$ cat src/sv/tlb_pkg.sv
package tlb_pkg;

   // Transaction field widths
   localparam int OPCODE_W   = 2;
   localparam int PID_W      = 16;
   localparam int ADDR_W     = 32;
   localparam int FRAME_W    = 20;
   localparam int BASE_W     = 36;
   localparam int SLOT_W     = 6;
   localparam int STAMP_W    = 32;
   localparam int SHIFT_W    = 5;
   localparam int CSR_IDX_W  = 4;
   localparam int CSR_DATA_W = 32;

   // Operation codes
   localparam logic [OPCODE_W-1:0] OP_LOOKUP = 2'd0;
   localparam logic [OPCODE_W-1:0] OP_FILL   = 2'd1;
   localparam logic [OPCODE_W-1:0] OP_FLUSH  = 2'd2;

   // Register indexes
   localparam logic [CSR_IDX_W-1:0] CSR_REPLACEMENT_MODE = 4'd0;
   localparam logic [CSR_IDX_W-1:0] CSR_PAGE_SHIFT       = 4'd1;

   // Register reset values and limits
   localparam logic               MODE_FIFO   = 1'b0;
   localparam logic [SHIFT_W-1:0] SHIFT_RESET = 5'd12;
   localparam logic [SHIFT_W-1:0] MAX_SHIFT   = 5'd16;

   // Controller to datapath commands
   typedef struct packed {
      logic capture;
      logic exec_lookup;
      logic exec_fill;
      logic exec_flush;
      logic scan_start;
      logic scan_step;
      logic fill_lru;
      logic result_load;
   } cmd_type;

   // Datapath to controller status
   typedef struct packed {
      logic [OPCODE_W-1:0] opcode;
      logic                need_lru;
      logic                scan_done;
      logic                out_free;
   } status_type;

endpackage

$ cat src/sv/tlb_req_if.sv
interface tlb_req_if import tlb_pkg::*; ();
   logic                valid;
   logic                ready;
   logic [OPCODE_W-1:0] opcode;
   logic [PID_W-1:0]    pid;
   logic [ADDR_W-1:0]   logical_address;
   logic [FRAME_W-1:0]  frame;

   modport source (output valid, output opcode, output pid, output logical_address,
                   output frame, input ready);
   modport sink (input valid, input opcode, input pid, input logical_address,
                 input frame, output ready);
endinterface

$ cat src/sv/tlb_rsp_if.sv
interface tlb_rsp_if import tlb_pkg::*; ();
   logic               valid;
   logic               ready;
   logic               hit;
   logic [FRAME_W-1:0] frame_out;
   logic [BASE_W-1:0]  frame_base;
   logic [SLOT_W-1:0]  slot;

   modport source (output valid, output hit, output frame_out, output frame_base,
                   output slot, input ready);
   modport sink (input valid, input hit, input frame_out, input frame_base,
                 input slot, output ready);
endinterface

$ cat src/sv/tlb_csr_if.sv
interface tlb_csr_if import tlb_pkg::*; ();
   logic                  valid;
   logic                  ready;
   logic [CSR_IDX_W-1:0]  index;
   logic [CSR_DATA_W-1:0] data;

   modport source (output valid, output index, output data, input ready);
   modport sink (input valid, input index, input data, output ready);
endinterface

$ cat src/sv/tlb_fifo_lru_translation.sv
// Fully associative TLB, tagged by pid and page number.
// req_chan: one transaction per operation (lookup, fill, flush; opcode 3 is a no-op).
// rsp_chan: exactly one result transaction for each request, in request order.
// csr_chan: register writes (0 replacement mode, 1 page shift); ready whenever reset
//   is low. The user must write only while no transaction is in flight; the block has no check for this.
// Sequencing: a request is captured, executed, then its result is loaded into the
//   output register; a new request is taken in the cycle the previous result is
//   loaded. A fill into a full TLB in LRU mode scans the use stamps one entry a
//   cycle through the stamp memory read port before the replacement write.
// Reset: all entries invalid, use counter and FIFO pointer zero, FIFO mode,
//   page shift 12. No clearing pass; requests are taken right after reset.
// Stall: a result waits in the output register while rsp_chan.ready is low; one
//   more request is accepted and executed meanwhile, then req_chan.ready stays
//   low until the output register frees.
module tlb_fifo_lru_translation import tlb_pkg::*; #(
   parameter int TLB_ENTRIES = 16
) (
   input logic       clock,
   input logic       reset,
   tlb_req_if.sink   req_chan,
   tlb_rsp_if.source rsp_chan,
   tlb_csr_if.sink   csr_chan
);

   cmd_type    cmd;
   status_type status;
   logic       req_ready;

   assign req_chan.ready = req_ready;
   assign csr_chan.ready = !reset;

   tlb_ctrl u_ctrl (
      .clock     (clock),
      .reset     (reset),
      .req_valid (req_chan.valid),
      .req_ready (req_ready),
      .status    (status),
      .cmd       (cmd)
   );

   tlb_dpath #(
      .TLB_ENTRIES (TLB_ENTRIES)
   ) u_dpath (
      .clock               (clock),
      .reset               (reset),
      .cmd                 (cmd),
      .status              (status),
      .req_opcode          (req_chan.opcode),
      .req_pid             (req_chan.pid),
      .req_logical_address (req_chan.logical_address),
      .req_frame           (req_chan.frame),
      .csr_write           (csr_chan.valid),
      .csr_index           (csr_chan.index),
      .csr_data            (csr_chan.data),
      .rsp_ready           (rsp_chan.ready),
      .rsp_valid           (rsp_chan.valid),
      .rsp_hit             (rsp_chan.hit),
      .rsp_frame_out       (rsp_chan.frame_out),
      .rsp_frame_base      (rsp_chan.frame_base),
      .rsp_slot            (rsp_chan.slot)
   );

endmodule

$ cat src/sv/tlb_ctrl.sv
module tlb_ctrl import tlb_pkg::*; (
   input  logic       clock,
   input  logic       reset,
   input  logic       req_valid,
   output logic       req_ready,
   input  status_type status,
   output cmd_type    cmd
);

   localparam logic [2:0] ST_IDLE = 3'd0;
   localparam logic [2:0] ST_EXEC = 3'd1;
   localparam logic [2:0] ST_SCAN = 3'd2;
   localparam logic [2:0] ST_VICT = 3'd3;
   localparam logic [2:0] ST_DONE = 3'd4;

   logic [2:0] state_ff;
   logic [2:0] state_in;

   // New transaction taken when idle, or when the finishing one hands off its result
   always_comb begin
      req_ready = !reset &&
                  ((state_ff == ST_IDLE) || ((state_ff == ST_DONE) && status.out_free));
   end

   // Sequencing of one transaction
   always_comb begin
      cmd      = '0;
      state_in = state_ff;
      case (state_ff)
         ST_IDLE: begin
            if (req_valid) begin
               cmd.capture = 1'b1;
               state_in    = ST_EXEC;
            end
         end
         ST_EXEC: begin
            state_in = ST_DONE;
            case (status.opcode)
               OP_LOOKUP: cmd.exec_lookup = 1'b1;
               OP_FILL: begin
                  if (status.need_lru) begin
                     cmd.scan_start = 1'b1;
                     state_in       = ST_SCAN;
                  end else begin
                     cmd.exec_fill = 1'b1;
                  end
               end
               OP_FLUSH: cmd.exec_flush = 1'b1;
               default: ;
            endcase
         end
         ST_SCAN: begin
            cmd.scan_step = 1'b1;
            if (status.scan_done) begin
               state_in = ST_VICT;
            end
         end
         ST_VICT: begin
            cmd.fill_lru = 1'b1;
            state_in     = ST_DONE;
         end
         ST_DONE: begin
            if (status.out_free) begin
               cmd.result_load = 1'b1;
               if (req_valid) begin
                  cmd.capture = 1'b1;
                  state_in    = ST_EXEC;
               end else begin
                  state_in = ST_IDLE;
               end
            end
         end
         default: state_in = ST_IDLE;
      endcase
   end

   always_ff @(posedge clock) begin
      if (reset) begin
         state_ff <= ST_IDLE;
      end else begin
         state_ff <= state_in;
      end
   end

   // Result register is only overwritten once its previous transaction has left
   a_load_free: assert property (@(posedge clock) disable iff (reset)
      cmd.result_load |-> status.out_free)
      else $error("result loaded while output register still occupied");

   // End of the victim scan always leads to the replacement write
   a_scan_to_vict: assert property (@(posedge clock) disable iff (reset)
      (state_ff == ST_SCAN) && status.scan_done |=> cmd.fill_lru)
      else $error("victim scan finished without a replacement write");

   // A transaction is only captured on an accepting edge
   a_capture_ready: assert property (@(posedge clock) disable iff (reset)
      cmd.capture |-> req_ready)
      else $error("transaction captured while not ready");

endmodule

$ cat src/sv/tlb_dpath.sv
module tlb_dpath import tlb_pkg::*; #(
   parameter int TLB_ENTRIES = 16
) (
   input  logic                  clock,
   input  logic                  reset,
   input  cmd_type               cmd,
   output status_type            status,
   input  logic [OPCODE_W-1:0]   req_opcode,
   input  logic [PID_W-1:0]      req_pid,
   input  logic [ADDR_W-1:0]     req_logical_address,
   input  logic [FRAME_W-1:0]    req_frame,
   input  logic                  csr_write,
   input  logic [CSR_IDX_W-1:0]  csr_index,
   input  logic [CSR_DATA_W-1:0] csr_data,
   input  logic                  rsp_ready,
   output logic                  rsp_valid,
   output logic                  rsp_hit,
   output logic [FRAME_W-1:0]    rsp_frame_out,
   output logic [BASE_W-1:0]     rsp_frame_base,
   output logic [SLOT_W-1:0]     rsp_slot
);

   localparam int IDX_W = (TLB_ENTRIES > 1) ? $clog2(TLB_ENTRIES) : 1;
   localparam int CNT_W = $clog2(TLB_ENTRIES + 1);
   localparam logic [IDX_W-1:0] LAST_IDX = IDX_W'(TLB_ENTRIES - 1);

   // Configuration registers
   logic               mode_ff;
   logic [SHIFT_W-1:0] shift_ff;
   logic [SHIFT_W-1:0] eff_shift;

   // Captured transaction
   logic [OPCODE_W-1:0] op_ff;
   logic [PID_W-1:0]    pid_ff;
   logic [ADDR_W-1:0]   page_ff;
   logic [FRAME_W-1:0]  frame_ff;

   // Tag lanes
   logic [TLB_ENTRIES-1:0] valid_ff;
   logic [PID_W-1:0]       entry_pid_ff  [TLB_ENTRIES];
   logic [ADDR_W-1:0]      entry_page_ff [TLB_ENTRIES];

   // Frame and use stamp memories
   logic [FRAME_W-1:0] frame_mem [TLB_ENTRIES];
   logic [STAMP_W-1:0] stamp_mem [TLB_ENTRIES];
   logic [FRAME_W-1:0] frame_rd_ff;
   logic [STAMP_W-1:0] stamp_rd_ff;

   // Replacement state
   logic [STAMP_W-1:0] use_ff;
   logic [IDX_W-1:0]   fifo_ptr_ff;
   logic [CNT_W-1:0]   scan_idx_ff;
   logic               rd_valid_ff;
   logic [IDX_W-1:0]   rd_idx_ff;
   logic [STAMP_W-1:0] best_stamp_ff;
   logic [IDX_W-1:0]   best_idx_ff;

   // Per-transaction results and output register
   logic               hit_ff;
   logic [IDX_W-1:0]   slot_ff;
   logic               out_valid_ff;
   logic               out_hit_ff;
   logic [FRAME_W-1:0] out_frame_ff;
   logic [BASE_W-1:0]  out_base_ff;
   logic [SLOT_W-1:0]  out_slot_ff;

   // Combinational terms
   logic [TLB_ENTRIES-1:0] pid_match;
   logic [TLB_ENTRIES-1:0] match;
   logic                   any_hit;
   logic [IDX_W-1:0]       hit_idx;
   logic                   any_empty;
   logic [IDX_W-1:0]       empty_idx;
   logic [IDX_W-1:0]       fill_target;
   logic [STAMP_W-1:0]     new_stamp;
   logic                   stamp_we;
   logic [IDX_W-1:0]       stamp_idx;
   logic                   entry_we;
   logic [IDX_W-1:0]       entry_idx;
   logic                   scan_rd_ok;
   logic [BASE_W-1:0]      base_val;

   assign eff_shift = (shift_ff > MAX_SHIFT) ? MAX_SHIFT : shift_ff;

   // Configuration writes
   always_ff @(posedge clock) begin
      if (reset) begin
         mode_ff  <= MODE_FIFO;
         shift_ff <= SHIFT_RESET;
      end else if (csr_write) begin
         case (csr_index)
            CSR_REPLACEMENT_MODE: mode_ff  <= csr_data[0];
            CSR_PAGE_SHIFT:       shift_ff <= csr_data[SHIFT_W-1:0];
            default: ;
         endcase
      end
   end

   // Capture transaction; page number split off here
   always_ff @(posedge clock) begin
      if (cmd.capture) begin
         op_ff    <= req_opcode;
         pid_ff   <= req_pid;
         page_ff  <= req_logical_address >> eff_shift;
         frame_ff <= req_frame;
      end
   end

   // Parallel tag compare and priority encoders (lowest index wins)
   always_comb begin
      hit_idx   = '0;
      empty_idx = '0;
      for (int i = 0; i < TLB_ENTRIES; i++) begin
         pid_match[i] = (entry_pid_ff[i] == pid_ff);
         match[i]     = valid_ff[i] && pid_match[i] && (entry_page_ff[i] == page_ff);
      end
      for (int i = TLB_ENTRIES - 1; i >= 0; i--) begin
         if (match[i]) begin
            hit_idx = IDX_W'(i);
         end
         if (!valid_ff[i]) begin
            empty_idx = IDX_W'(i);
         end
      end
      any_hit   = |match;
      any_empty = ~&valid_ff;
   end

   assign fill_target = any_empty ? empty_idx : fifo_ptr_ff;
   assign new_stamp   = use_ff + STAMP_W'(1);
   assign stamp_we    = (cmd.exec_lookup && any_hit) || cmd.exec_fill || cmd.fill_lru;
   assign entry_we    = cmd.exec_fill || cmd.fill_lru;
   assign entry_idx   = cmd.exec_fill ? fill_target : best_idx_ff;
   assign stamp_idx   = cmd.exec_lookup ? hit_idx : entry_idx;
   assign scan_rd_ok  = (scan_idx_ff < CNT_W'(TLB_ENTRIES));

   // Valid bits
   always_ff @(posedge clock) begin
      if (reset) begin
         valid_ff <= '0;
      end else begin
         if (cmd.exec_flush) begin
            valid_ff <= valid_ff & ~pid_match;
         end
         if (entry_we) begin
            valid_ff[entry_idx] <= 1'b1;
         end
      end
   end

   // Tag lanes
   always_ff @(posedge clock) begin
      if (entry_we) begin
         entry_pid_ff[entry_idx]  <= pid_ff;
         entry_page_ff[entry_idx] <= page_ff;
      end
   end

   // Frame memory: write on fill, registered read on lookup hit
   always_ff @(posedge clock) begin
      if (entry_we) begin
         frame_mem[entry_idx] <= frame_ff;
      end
      if (cmd.exec_lookup && any_hit) begin
         frame_rd_ff <= frame_mem[hit_idx];
      end
   end

   // Stamp memory: write on hit or fill, registered read during the scan
   always_ff @(posedge clock) begin
      if (stamp_we) begin
         stamp_mem[stamp_idx] <= new_stamp;
      end
      if (cmd.scan_step && scan_rd_ok) begin
         stamp_rd_ff <= stamp_mem[scan_idx_ff[IDX_W-1:0]];
      end
   end

   // Use counter, FIFO pointer and scan control
   always_ff @(posedge clock) begin
      if (reset) begin
         use_ff      <= '0;
         fifo_ptr_ff <= '0;
         scan_idx_ff <= '0;
         rd_valid_ff <= 1'b0;
         rd_idx_ff   <= '0;
      end else begin
         if (stamp_we) begin
            use_ff <= new_stamp;
         end
         if (cmd.exec_fill && !any_empty) begin
            fifo_ptr_ff <= (fifo_ptr_ff == LAST_IDX) ? '0 : fifo_ptr_ff + IDX_W'(1);
         end
         if (cmd.scan_start) begin
            scan_idx_ff <= '0;
            rd_valid_ff <= 1'b0;
         end else if (cmd.scan_step) begin
            scan_idx_ff <= scan_rd_ok ? scan_idx_ff + CNT_W'(1) : scan_idx_ff;
            rd_valid_ff <= scan_rd_ok;
            rd_idx_ff   <= scan_idx_ff[IDX_W-1:0];
         end
      end
   end

   // Running minimum; strict compare keeps the lowest index on ties
   always_ff @(posedge clock) begin
      if (rd_valid_ff) begin
         if ((rd_idx_ff == '0) || (stamp_rd_ff < best_stamp_ff)) begin
            best_stamp_ff <= stamp_rd_ff;
            best_idx_ff   <= rd_idx_ff;
         end
      end
   end

   // Per-transaction result fields
   always_ff @(posedge clock) begin
      if (cmd.capture) begin
         hit_ff  <= 1'b0;
         slot_ff <= '0;
      end else if (cmd.exec_lookup) begin
         hit_ff  <= any_hit;
         slot_ff <= any_hit ? hit_idx : '0;
      end else if (entry_we) begin
         slot_ff <= entry_idx;
      end
   end

   assign base_val = BASE_W'(frame_rd_ff) << eff_shift;

   // Output register
   always_ff @(posedge clock) begin
      if (reset) begin
         out_valid_ff <= 1'b0;
      end else if (cmd.result_load) begin
         out_valid_ff <= 1'b1;
      end else if (rsp_ready) begin
         out_valid_ff <= 1'b0;
      end
   end

   always_ff @(posedge clock) begin
      if (cmd.result_load) begin
         out_hit_ff   <= hit_ff;
         out_frame_ff <= hit_ff ? frame_rd_ff : '0;
         out_base_ff  <= hit_ff ? base_val : '0;
         out_slot_ff  <= SLOT_W'(slot_ff);
      end
   end

   assign rsp_valid      = out_valid_ff;
   assign rsp_hit        = out_hit_ff;
   assign rsp_frame_out  = out_frame_ff;
   assign rsp_frame_base = out_base_ff;
   assign rsp_slot       = out_slot_ff;

   always_comb begin
      status.opcode    = op_ff;
      status.need_lru  = mode_ff && !any_empty;
      status.scan_done = rd_valid_ff && (rd_idx_ff == LAST_IDX);
      status.out_free  = !out_valid_ff || rsp_ready;
   end

   // At most one state-changing command per cycle
   a_cmd_onehot: assert property (@(posedge clock) disable iff (reset)
      $onehot0({cmd.exec_lookup, cmd.exec_fill, cmd.exec_flush, cmd.scan_start,
                cmd.scan_step, cmd.fill_lru}))
      else $error("conflicting datapath commands");

   // A fill leaves the written slot valid
   a_fill_valid: assert property (@(posedge clock) disable iff (reset)
      entry_we |=> valid_ff[slot_ff])
      else $error("filled slot not valid");

   // A flush leaves no valid entry of that pid
   a_flush_clean: assert property (@(posedge clock) disable iff (reset)
      cmd.exec_flush |=> ((valid_ff & pid_match) == '0))
      else $error("flushed pid still has a valid entry");

endmodule
$ cat src/flat_wrapper.sv
// flat-port wrapper written by rule: the top's interface ports become plain ports
module tlb_fifo_lru_translation_flat import tlb_pkg::*;
#(
   parameter int TLB_ENTRIES = 16
)
  (clock, reset, req_chan_valid, req_chan_opcode, req_chan_pid, req_chan_logical_address, req_chan_frame, req_chan_ready, rsp_chan_valid, rsp_chan_hit, rsp_chan_frame_out, rsp_chan_frame_base, rsp_chan_slot, rsp_chan_ready, csr_chan_valid, csr_chan_index, csr_chan_data, csr_chan_ready);
  tlb_req_if req_chan_i ();
  tlb_rsp_if rsp_chan_i ();
  tlb_csr_if csr_chan_i ();
  input logic clock;
  input logic reset;
  input wire logic [$bits(req_chan_i.valid)-1:0] req_chan_valid;
  input wire logic [$bits(req_chan_i.opcode)-1:0] req_chan_opcode;
  input wire logic [$bits(req_chan_i.pid)-1:0] req_chan_pid;
  input wire logic [$bits(req_chan_i.logical_address)-1:0] req_chan_logical_address;
  input wire logic [$bits(req_chan_i.frame)-1:0] req_chan_frame;
  output wire logic [$bits(req_chan_i.ready)-1:0] req_chan_ready;
  output wire logic [$bits(rsp_chan_i.valid)-1:0] rsp_chan_valid;
  output wire logic [$bits(rsp_chan_i.hit)-1:0] rsp_chan_hit;
  output wire logic [$bits(rsp_chan_i.frame_out)-1:0] rsp_chan_frame_out;
  output wire logic [$bits(rsp_chan_i.frame_base)-1:0] rsp_chan_frame_base;
  output wire logic [$bits(rsp_chan_i.slot)-1:0] rsp_chan_slot;
  input wire logic [$bits(rsp_chan_i.ready)-1:0] rsp_chan_ready;
  input wire logic [$bits(csr_chan_i.valid)-1:0] csr_chan_valid;
  input wire logic [$bits(csr_chan_i.index)-1:0] csr_chan_index;
  input wire logic [$bits(csr_chan_i.data)-1:0] csr_chan_data;
  output wire logic [$bits(csr_chan_i.ready)-1:0] csr_chan_ready;
  assign req_chan_i.valid = req_chan_valid;
  assign req_chan_i.opcode = req_chan_opcode;
  assign req_chan_i.pid = req_chan_pid;
  assign req_chan_i.logical_address = req_chan_logical_address;
  assign req_chan_i.frame = req_chan_frame;
  assign req_chan_ready = req_chan_i.ready;
  assign rsp_chan_valid = rsp_chan_i.valid;
  assign rsp_chan_hit = rsp_chan_i.hit;
  assign rsp_chan_frame_out = rsp_chan_i.frame_out;
  assign rsp_chan_frame_base = rsp_chan_i.frame_base;
  assign rsp_chan_slot = rsp_chan_i.slot;
  assign rsp_chan_i.ready = rsp_chan_ready;
  assign csr_chan_i.valid = csr_chan_valid;
  assign csr_chan_i.index = csr_chan_index;
  assign csr_chan_i.data = csr_chan_data;
  assign csr_chan_ready = csr_chan_i.ready;
  tlb_fifo_lru_translation #(.TLB_ENTRIES(TLB_ENTRIES)) u_core (.clock(clock), .reset(reset), .req_chan(req_chan_i), .rsp_chan(rsp_chan_i), .csr_chan(csr_chan_i));
endmodule
$ cat config.mk
export PLATFORM = sky130hd
export DESIGN_NAME = tlb_fifo_lru_translation_flat
export DESIGN_NICKNAME = d
export VERILOG_FILES = /design/src/sv/tlb_pkg.sv /design/src/sv/tlb_req_if.sv /design/src/sv/tlb_rsp_if.sv /design/src/sv/tlb_csr_if.sv /design/src/sv/tlb_fifo_lru_translation.sv /design/src/sv/tlb_ctrl.sv /design/src/sv/tlb_dpath.sv /design/src/flat_wrapper.sv
export SDC_FILE = /design/constraint.sdc
export NUM_CORES = 2
export LEC_CHECK = 0
export ABC_AREA = 1
export BUFFER_PORTS_ARGS = -buffer_cell sky130_fd_sc_hd__buf_2
export CAP_MARGIN = 20
export CORE_MARGIN = 2
export CORE_UTILIZATION = 36
export DETAILED_ROUTE_END_ITERATION = 8
export HOLD_SLACK_MARGIN = 0.03
export PLACE_DENSITY = 0.54
export SYNTH_ARGS = -nofsm -noshare
export SYNTH_HDL_FRONTEND = slang
export SYNTH_HIERARCHICAL = 1
export SYNTH_SLANG_ARGS = --single-unit
$ cat constraint.sdc
create_clock -name clock -period 7.5 [get_ports clock]
set_clock_uncertainty 0.05 [all_clocks]
set_input_delay 0.375 -clock clock [delete_from_list [all_inputs] [get_ports clock]]
set_output_delay 0.375 -clock clock [all_outputs]
set_load 0.02 [all_outputs]
# Word level (Yosys, flattened, before mapping)

Memories as Yosys holds them, arrays and structs flattened. A register that Yosys moved wholly into a read port is not among the register bits.
Index checks and enable logic that the tools add are counted.

Register bits after elaboration: 244
Memory bits (writable): 1600
Input port bits: 111
Output and inout port bits: 66
Word-level logic and storage cells: 219
Memories: 4

Memory list:

| memory                       | words | bits a word | rd ports | clocked after Yosys merged registers in | wr ports | RTL line        | RTL |
|---|---|---|---|---|---|---|---|
| u_core.u_dpath.entry_page_ff | 16    | 32          | 16       | 0                                       | 1        | tlb_dpath.sv:41 | `logic [ADDR_W-1:0] entry_page_ff [TLB_ENTRIES];` |
| u_core.u_dpath.stamp_mem     | 16    | 32          | 1        | 1                                       | 1        | tlb_dpath.sv:45 | `logic [STAMP_W-1:0] stamp_mem [TLB_ENTRIES];` |
| u_core.u_dpath.frame_mem     | 16    | 20          | 1        | 1                                       | 1        | tlb_dpath.sv:44 | `logic [FRAME_W-1:0] frame_mem [TLB_ENTRIES];` |
| u_core.u_dpath.entry_pid_ff  | 16    | 16          | 16       | 0                                       | 1        | tlb_dpath.sv:40 | `logic [PID_W-1:0] entry_pid_ff [TLB_ENTRIES];` |

Add/subtract/negate cells: 3
$lt $le $gt $ge: 5
Equality and inequality tests: 44
Shift operators: 2
Multiplexer cells: 72
Bitwise operators: 4
Reduce and logical (&&, ||, !) cells: 63

Operator list:

| operator                                                        | number |
|---|---|
| 32-bit == test                                                  | 16 |
| 16-bit == test                                                  | 16 |
| 4-bit 2-to-1 mux                                                | 40 |
| 16-bit 2-to-1 mux                                               | 3 |
| 1-bit logical AND                                               | 40 |
| 20-bit by 5-bit << shifter with 36-bit output                   | 1 |
| 32-bit by 1-bit adder with 32-bit output, second input constant | 1 |
| 32-bit < comparator                                             | 1 |
| 32-bit by 5-bit right shift with 32-bit output                  | 1 |
| 1-bit 2-to-1 mux                                                | 20 |
| 16-bit bitwise AND                                              | 1 |
| 16-bit inverter                                                 | 1 |
| 16-bit bitwise OR                                               | 1 |
| 16-bit AND reduction                                            | 1 |
| 16-bit OR reduction                                             | 1 |
| 3-bit 2-to-1 mux                                                | 5 |
| 3-bit one-hot mux with 5 select lines                           | 1 |
| 2-bit AND reduction                                             | 5 |
| 4-bit == test, second input constant                            | 2 |
| 4-bit zero test                                                 | 2 |
| 3-bit by 2-bit == test with 1-bit output, second input constant | 2 |
| 1-bit logical OR                                                | 6 |
| 5-bit by 1-bit adder with 5-bit output, second input constant   | 1 |
| 5-bit > comparator, second input constant                       | 1 |
| 21 further kinds                                                | 24 |

# Logic depth before layout (Yosys ltp)

Word-level depth: 24
Depth in mapped cells: 34
Depth with buffers taken out: 31

# Cells and area by module

The synthesis kept the hierarchy.

By module, submodules not included:

| module                   | times used | cells an instance | area an instance (um^2) |
|---|---|---|---|
| tlb_dpath                | 1          | 6552              | 80129.4 |
| tlb_ctrl                 | 1          | 42                | 259.0 |
| tlb_fifo_lru_translation | 1          | 1                 | 3.8 |

# Worst setup path before layout

Ideal clock, no wire load.

Kind: reg2reg
Start point: register u_core.u_dpath.out_valid_ff (netlist: u_core/u_dpath/rsp_valid)
End point: register u_core.u_dpath.out_base_ff[0] (netlist: u_core/u_dpath/rsp_frame_base[0]), enable pin
Arrival: 6364 ps
Required time: 6816 ps
Setup slack: 452 ps
Stages on the path, launching flop included: 4
Buffers on the path: 0
Clock period less this slack: 7048 ps
Cell sequence: dfxtp_1 > nand2_1 > inv_1 > nor4_1

RTL lines:

| element                | RTL line         | RTL |
|---|---|---|
| start, declared        | tlb_dpath.sv:61  | `logic out_valid_ff;` |
| start signal, assigned | tlb_dpath.sv:233 | `out_valid_ff <= 1'b0;` |
| start signal, assigned | tlb_dpath.sv:235 | `out_valid_ff <= 1'b1;` |
| start signal, assigned | tlb_dpath.sv:237 | `out_valid_ff <= 1'b0;` |
| end signal, assigned   | tlb_dpath.sv:245 | `out_base_ff <= hit_ff ? base_val : '0;` |
| end, declared          | tlb_dpath.sv:64  | `logic [BASE_W-1:0] out_base_ff;` |

# Worst setup path after layout

Start point: register u_core.u_dpath.pid_ff[9]
End point: memory u_core.u_dpath.stamp_mem[12][13], enable pin

Word-level cells in the longest chain between the ends: 20
Elaborated cells on any way between the ends: 71
Those cells by class: eq/ne: 16; mux: 19; reduce/logical: 36

Ends and longest elaborated chain:

| element                        | RTL line         | RTL |
|---|---|---|
| start, declared                | tlb_dpath.sv:34  | `logic [PID_W-1:0] pid_ff;` |
| start signal, assigned         | tlb_dpath.sv:103 | `pid_ff <= req_pid;` |
| 16-bit == test                 | tlb_dpath.sv:114 | `pid_match[i] = (entry_pid_ff[i] == pid_ff);` |
| 1-bit logical AND (2 in a row) | tlb_dpath.sv:115 | `match[i] = valid_ff[i] && pid_match[i] && (entry_page_ff[i] == page_ff);` |
| 4-bit 2-to-1 mux (16 in a row) | tlb_dpath.sv:118 | `if (match[i]) begin` |
| 4-bit 2-to-1 mux               | tlb_dpath.sv:134 | `assign stamp_idx = cmd.exec_lookup ? hit_idx : entry_idx;` |
| end, declared                  | tlb_dpath.sv:45  |  |

Parallel ways exist; a longest one is shown, timed or not.

==> flow_summary.toml <==
[outcome]
outcome = "finished clean"

[layout]
drive_above_1_share_pct = 10.7
synthToLayoutAreaGrowth_pct = 14.3
final_nets = 6986
stdcell_count = 9983
fill_cells = 20780

[floorplan]
core-area_um2 = 222000
die_w_um = 477
initial_core_util_pct = 36.2
die_h_um = 477
row_count = 173
io_pins = 177
dieArea_um2 = 227000

[setup_path]
start_kind = "flop"
cp.required_ps = 7940
crit_type = "reg -> reg"
worst_setup_path_end_kind = "flop"
critPathSlowestCell = "edfxtp_1"
crit_path_frequent_cell = "nand2_1"
critPathMaxFanout = 28
arrival_ps = 6360
crit_chain = "buf_4 -> xor2_1 -> nor4_1 -> nand4_1 -> nor3_1 -> nand4_1 -> and2_1 -> and3_1 -> nand2_1 -> o21ai_1 -> nand2_4 -> nand2_1 -> inv_1 -> nand2_1 -> nor2_4 -> buf_4"
path_buf_inv = 3
critPathTopFamily = "simple AND/OR/NAND/NOR gates"
max_stage_delay_ps = 920

[pwr]
power.leakage_uw = 0.0320
finalPower_uw = 22500
vdd_ir_drop_max_uv = 224
p_per_area_nw_per_um2 = 245

[global_route]
antenna_found_initial = 9
grt_use_total_pct = 20.0
grt_max_degree = 211
first_global_vias = 49633
gr-total-overflow = 0
grt_pass1_wl_um = 338000

[logic_synthesis]
syn_area_um2 = 80400
ys_seq_area_share_pct = 69.9
yosys_warnings = 6
synth_area_leader_cell = "edfxtp_1"
syn_inst = 6595
synthTopCellsByArea = "edfxtp_1, nand2_1, nor2_1"
ys_ff_latch = 1896
synth_cell_types = 61
synth_edf_count = 1819
ys_top_cells_by_count = "edfxtp_1, nand2_1, nor2_1, o21ai_0, nand3_1"
synth_top_area_share_pct = 67.9
synthArstFlopShare_pct = 0
synth.most_common_cell = "edfxtp_1"
avgSynthCellArea_um2 = 12.2
ys.flop_type = "edfxtp_1"

[timing]
maxSlewHeadroom_pct = 19.8
setup_viol = 0
rsz0062_at_grt = "false"
fin_crit_ps = 5920
tns_ps = 0
fin_crit_sh_pct = 78.9
fmax_ghz = 0.169
hold_violations = 0
report.final.slew_viol_count = 0
worst_pin_slew_ps = 1190

[cts]
cts_resized = 0
clk_path_buf_depth = 3
root_buffer = "clkbuf_16"
cts_setup_buffers = 0
cts_tree = "built"
clock_sink_count = 1896
cts_buffers = 198
cts.clk_slew.worst_paths_ps = 60
clock_latency_ps = 860
holdBufCountCts = 52
cts_htree_levels = 4

[detailed_routing]
drt-initial-drc-count = 5337
postRouteAntennaNets = 0
wl_per_cell_um = 23.3
routed_via_density = 5.22
vias = 52148
drt-pass1-iter-count = 6
drc = 0
wirelength_um = 233000

[placed_design]
io_buffers = 147
placed_cells = 9545
globalplace.congestion = 0.848
dpl.hpwl_um = 137000

[job]
cap_violations = 0

[hold_path]
hold_path_class = "in -> reg"
## layout make-up
class / count / area [µm²] / area share [%]
Timing Repair Buffer: 389 / 2900 / 3.16
Clock inverter: 114 / 1020 / 1.11
Tap cell: 2975 / 3720 / 4.05
Inverter: 380 / 1430 / 1.56
Antenna cell: 2 / 5.00 / 0.00545
Clock buffer: 251 / 5210 / 5.68
Sequential cell: 1896 / 56200 / 61.1
Multi-Input combinational cell: 3976 / 21400 / 23.3
## placed cells by master, fill, tap and decap left out, types with 36 or more instances in the layout
cell type      instances
or2_2                 36
mux2i_1               64
nor2_1               612
o22ai_1               98
clkbuf_1              47
dlygate4sd3_1         52
clkinv_1              51
inv_1                342
nand4_1               57
o21ai_0              417
nand3_1              396
nand2_1             1265
nor3_1                38
o221ai_1              69
xnor2_1              186
dfxtp_1               74
buf_2                147
nor2_4                38
nor4_1                57
o32ai_1               77
edfxtp_1            1819
buf_4                173
clkbuf_16            198
a221oi_1              38
a21oi_1               82
xor2_1               214
## state kept, by name, indices dropped and copies added, names as in the netlist, 2 cells and up
signal and cells:
u_core/u_dpath/valid_ff 16, u_core/u_dpath/frame_ff 20, u_core/u_dpath/rsp_frame_out 20, u_core/u_dpath/rd_idx_ff 4, u_core/u_dpath/entry_pid_ff 256, u_core/u_dpath/frame_rd_ff 20
u_core/u_dpath/stamp_rd_ff 32, u_core/u_dpath/pid_ff 16, u_core/u_dpath/shift_ff 5, u_core/u_dpath/use_ff 32, u_core/u_dpath/page_ff 32, u_core/u_dpath/stamp_mem 512
u_core/u_dpath/slot_ff 4, u_core/u_dpath/best_idx_ff 4, u_core/u_dpath/frame_mem 320, u_core/u_ctrl/state_ff 3, u_core/u_dpath/rsp_frame_base 36, u_core/u_dpath/best_stamp_ff 32
u_core/u_dpath/fifo_ptr_ff 4, u_core/u_dpath/rsp_slot 4, u_core/u_dpath/op_ff 2, u_core/u_dpath/scan_idx_ff 5, u_core/u_dpath/entry_page_ff 512
## path summary, 6_finish.rpt
| check | to | from | slack [ps] | cells past startpoint |
|---|---|---|---|---|
| max | u_core/u_dpath/stamp_mem[12][13] | u_core/u_dpath/pid_ff[9] | 1580 | 16 |
| min reg2reg | u_core/u_dpath/best_stamp_ff[0] | u_core/u_dpath/stamp_rd_ff[0] | 400 | 0 |
| min | u_core/u_ctrl/state_ff[0] | reset | 140 | 3 |
| max reg2reg | u_core/u_dpath/stamp_mem[12][13] | u_core/u_dpath/pid_ff[9] | 1580 | 16 |
## per-layer routing
metal,wire (µm),global-route usage [%]
met5,0,0
met4,6350,5.75
met3,15800,2.83
met2,108000,32.1
met1,103000,28.2
## kinds of logic after synthesis
logic type	synth area share, %
muxes	0.797
DFF	69.9
buffers and inverters	3.93
AOI/OAI and AO/OA	7.10
other	0.00466
xor gates and xnor gates	4.37
adders and majority gates	0.529
and+or+nand+nor	13.4
## through the flow
stage                     setup WS, ps  hold WS (ps)  area, µm²  util (%)
after floorplan                    452           353      80400         -
after CTS                         1540          77.0      91700      41.3
after detailed placement          1590           390      84900      38.2
after global placement            1650           387      84900      38.2
final                             1580           137      91900      41.4
after global routing              1220          98.5      91900      41.4
## report_power, final
group | total, µW | switching, µW | internal [µW] | leakage (µW)
Sequential | 11800 | 112 | 11700 | 0.0172
Clock | 9490 | 4180 | 5320 | 0.00303
Combinational | 1160 | 842 | 317 | 0.0118
## worst register-to-register path, stage by stage, from the launching register on
cell,delay [ps]
edfxtp_1,920
buf_4,410
xor2_1,100
nor4_1,320
nand4_1,190
nor3_1,710
nand4_1,380
and2_1,270
and3_1,200
nand2_1,70
o21ai_1,150
nand2_4,410
nand2_1,110
inv_1,80
nand2_1,230
nor2_4,610
buf_4,350
(Power assumes the default switching activity.)
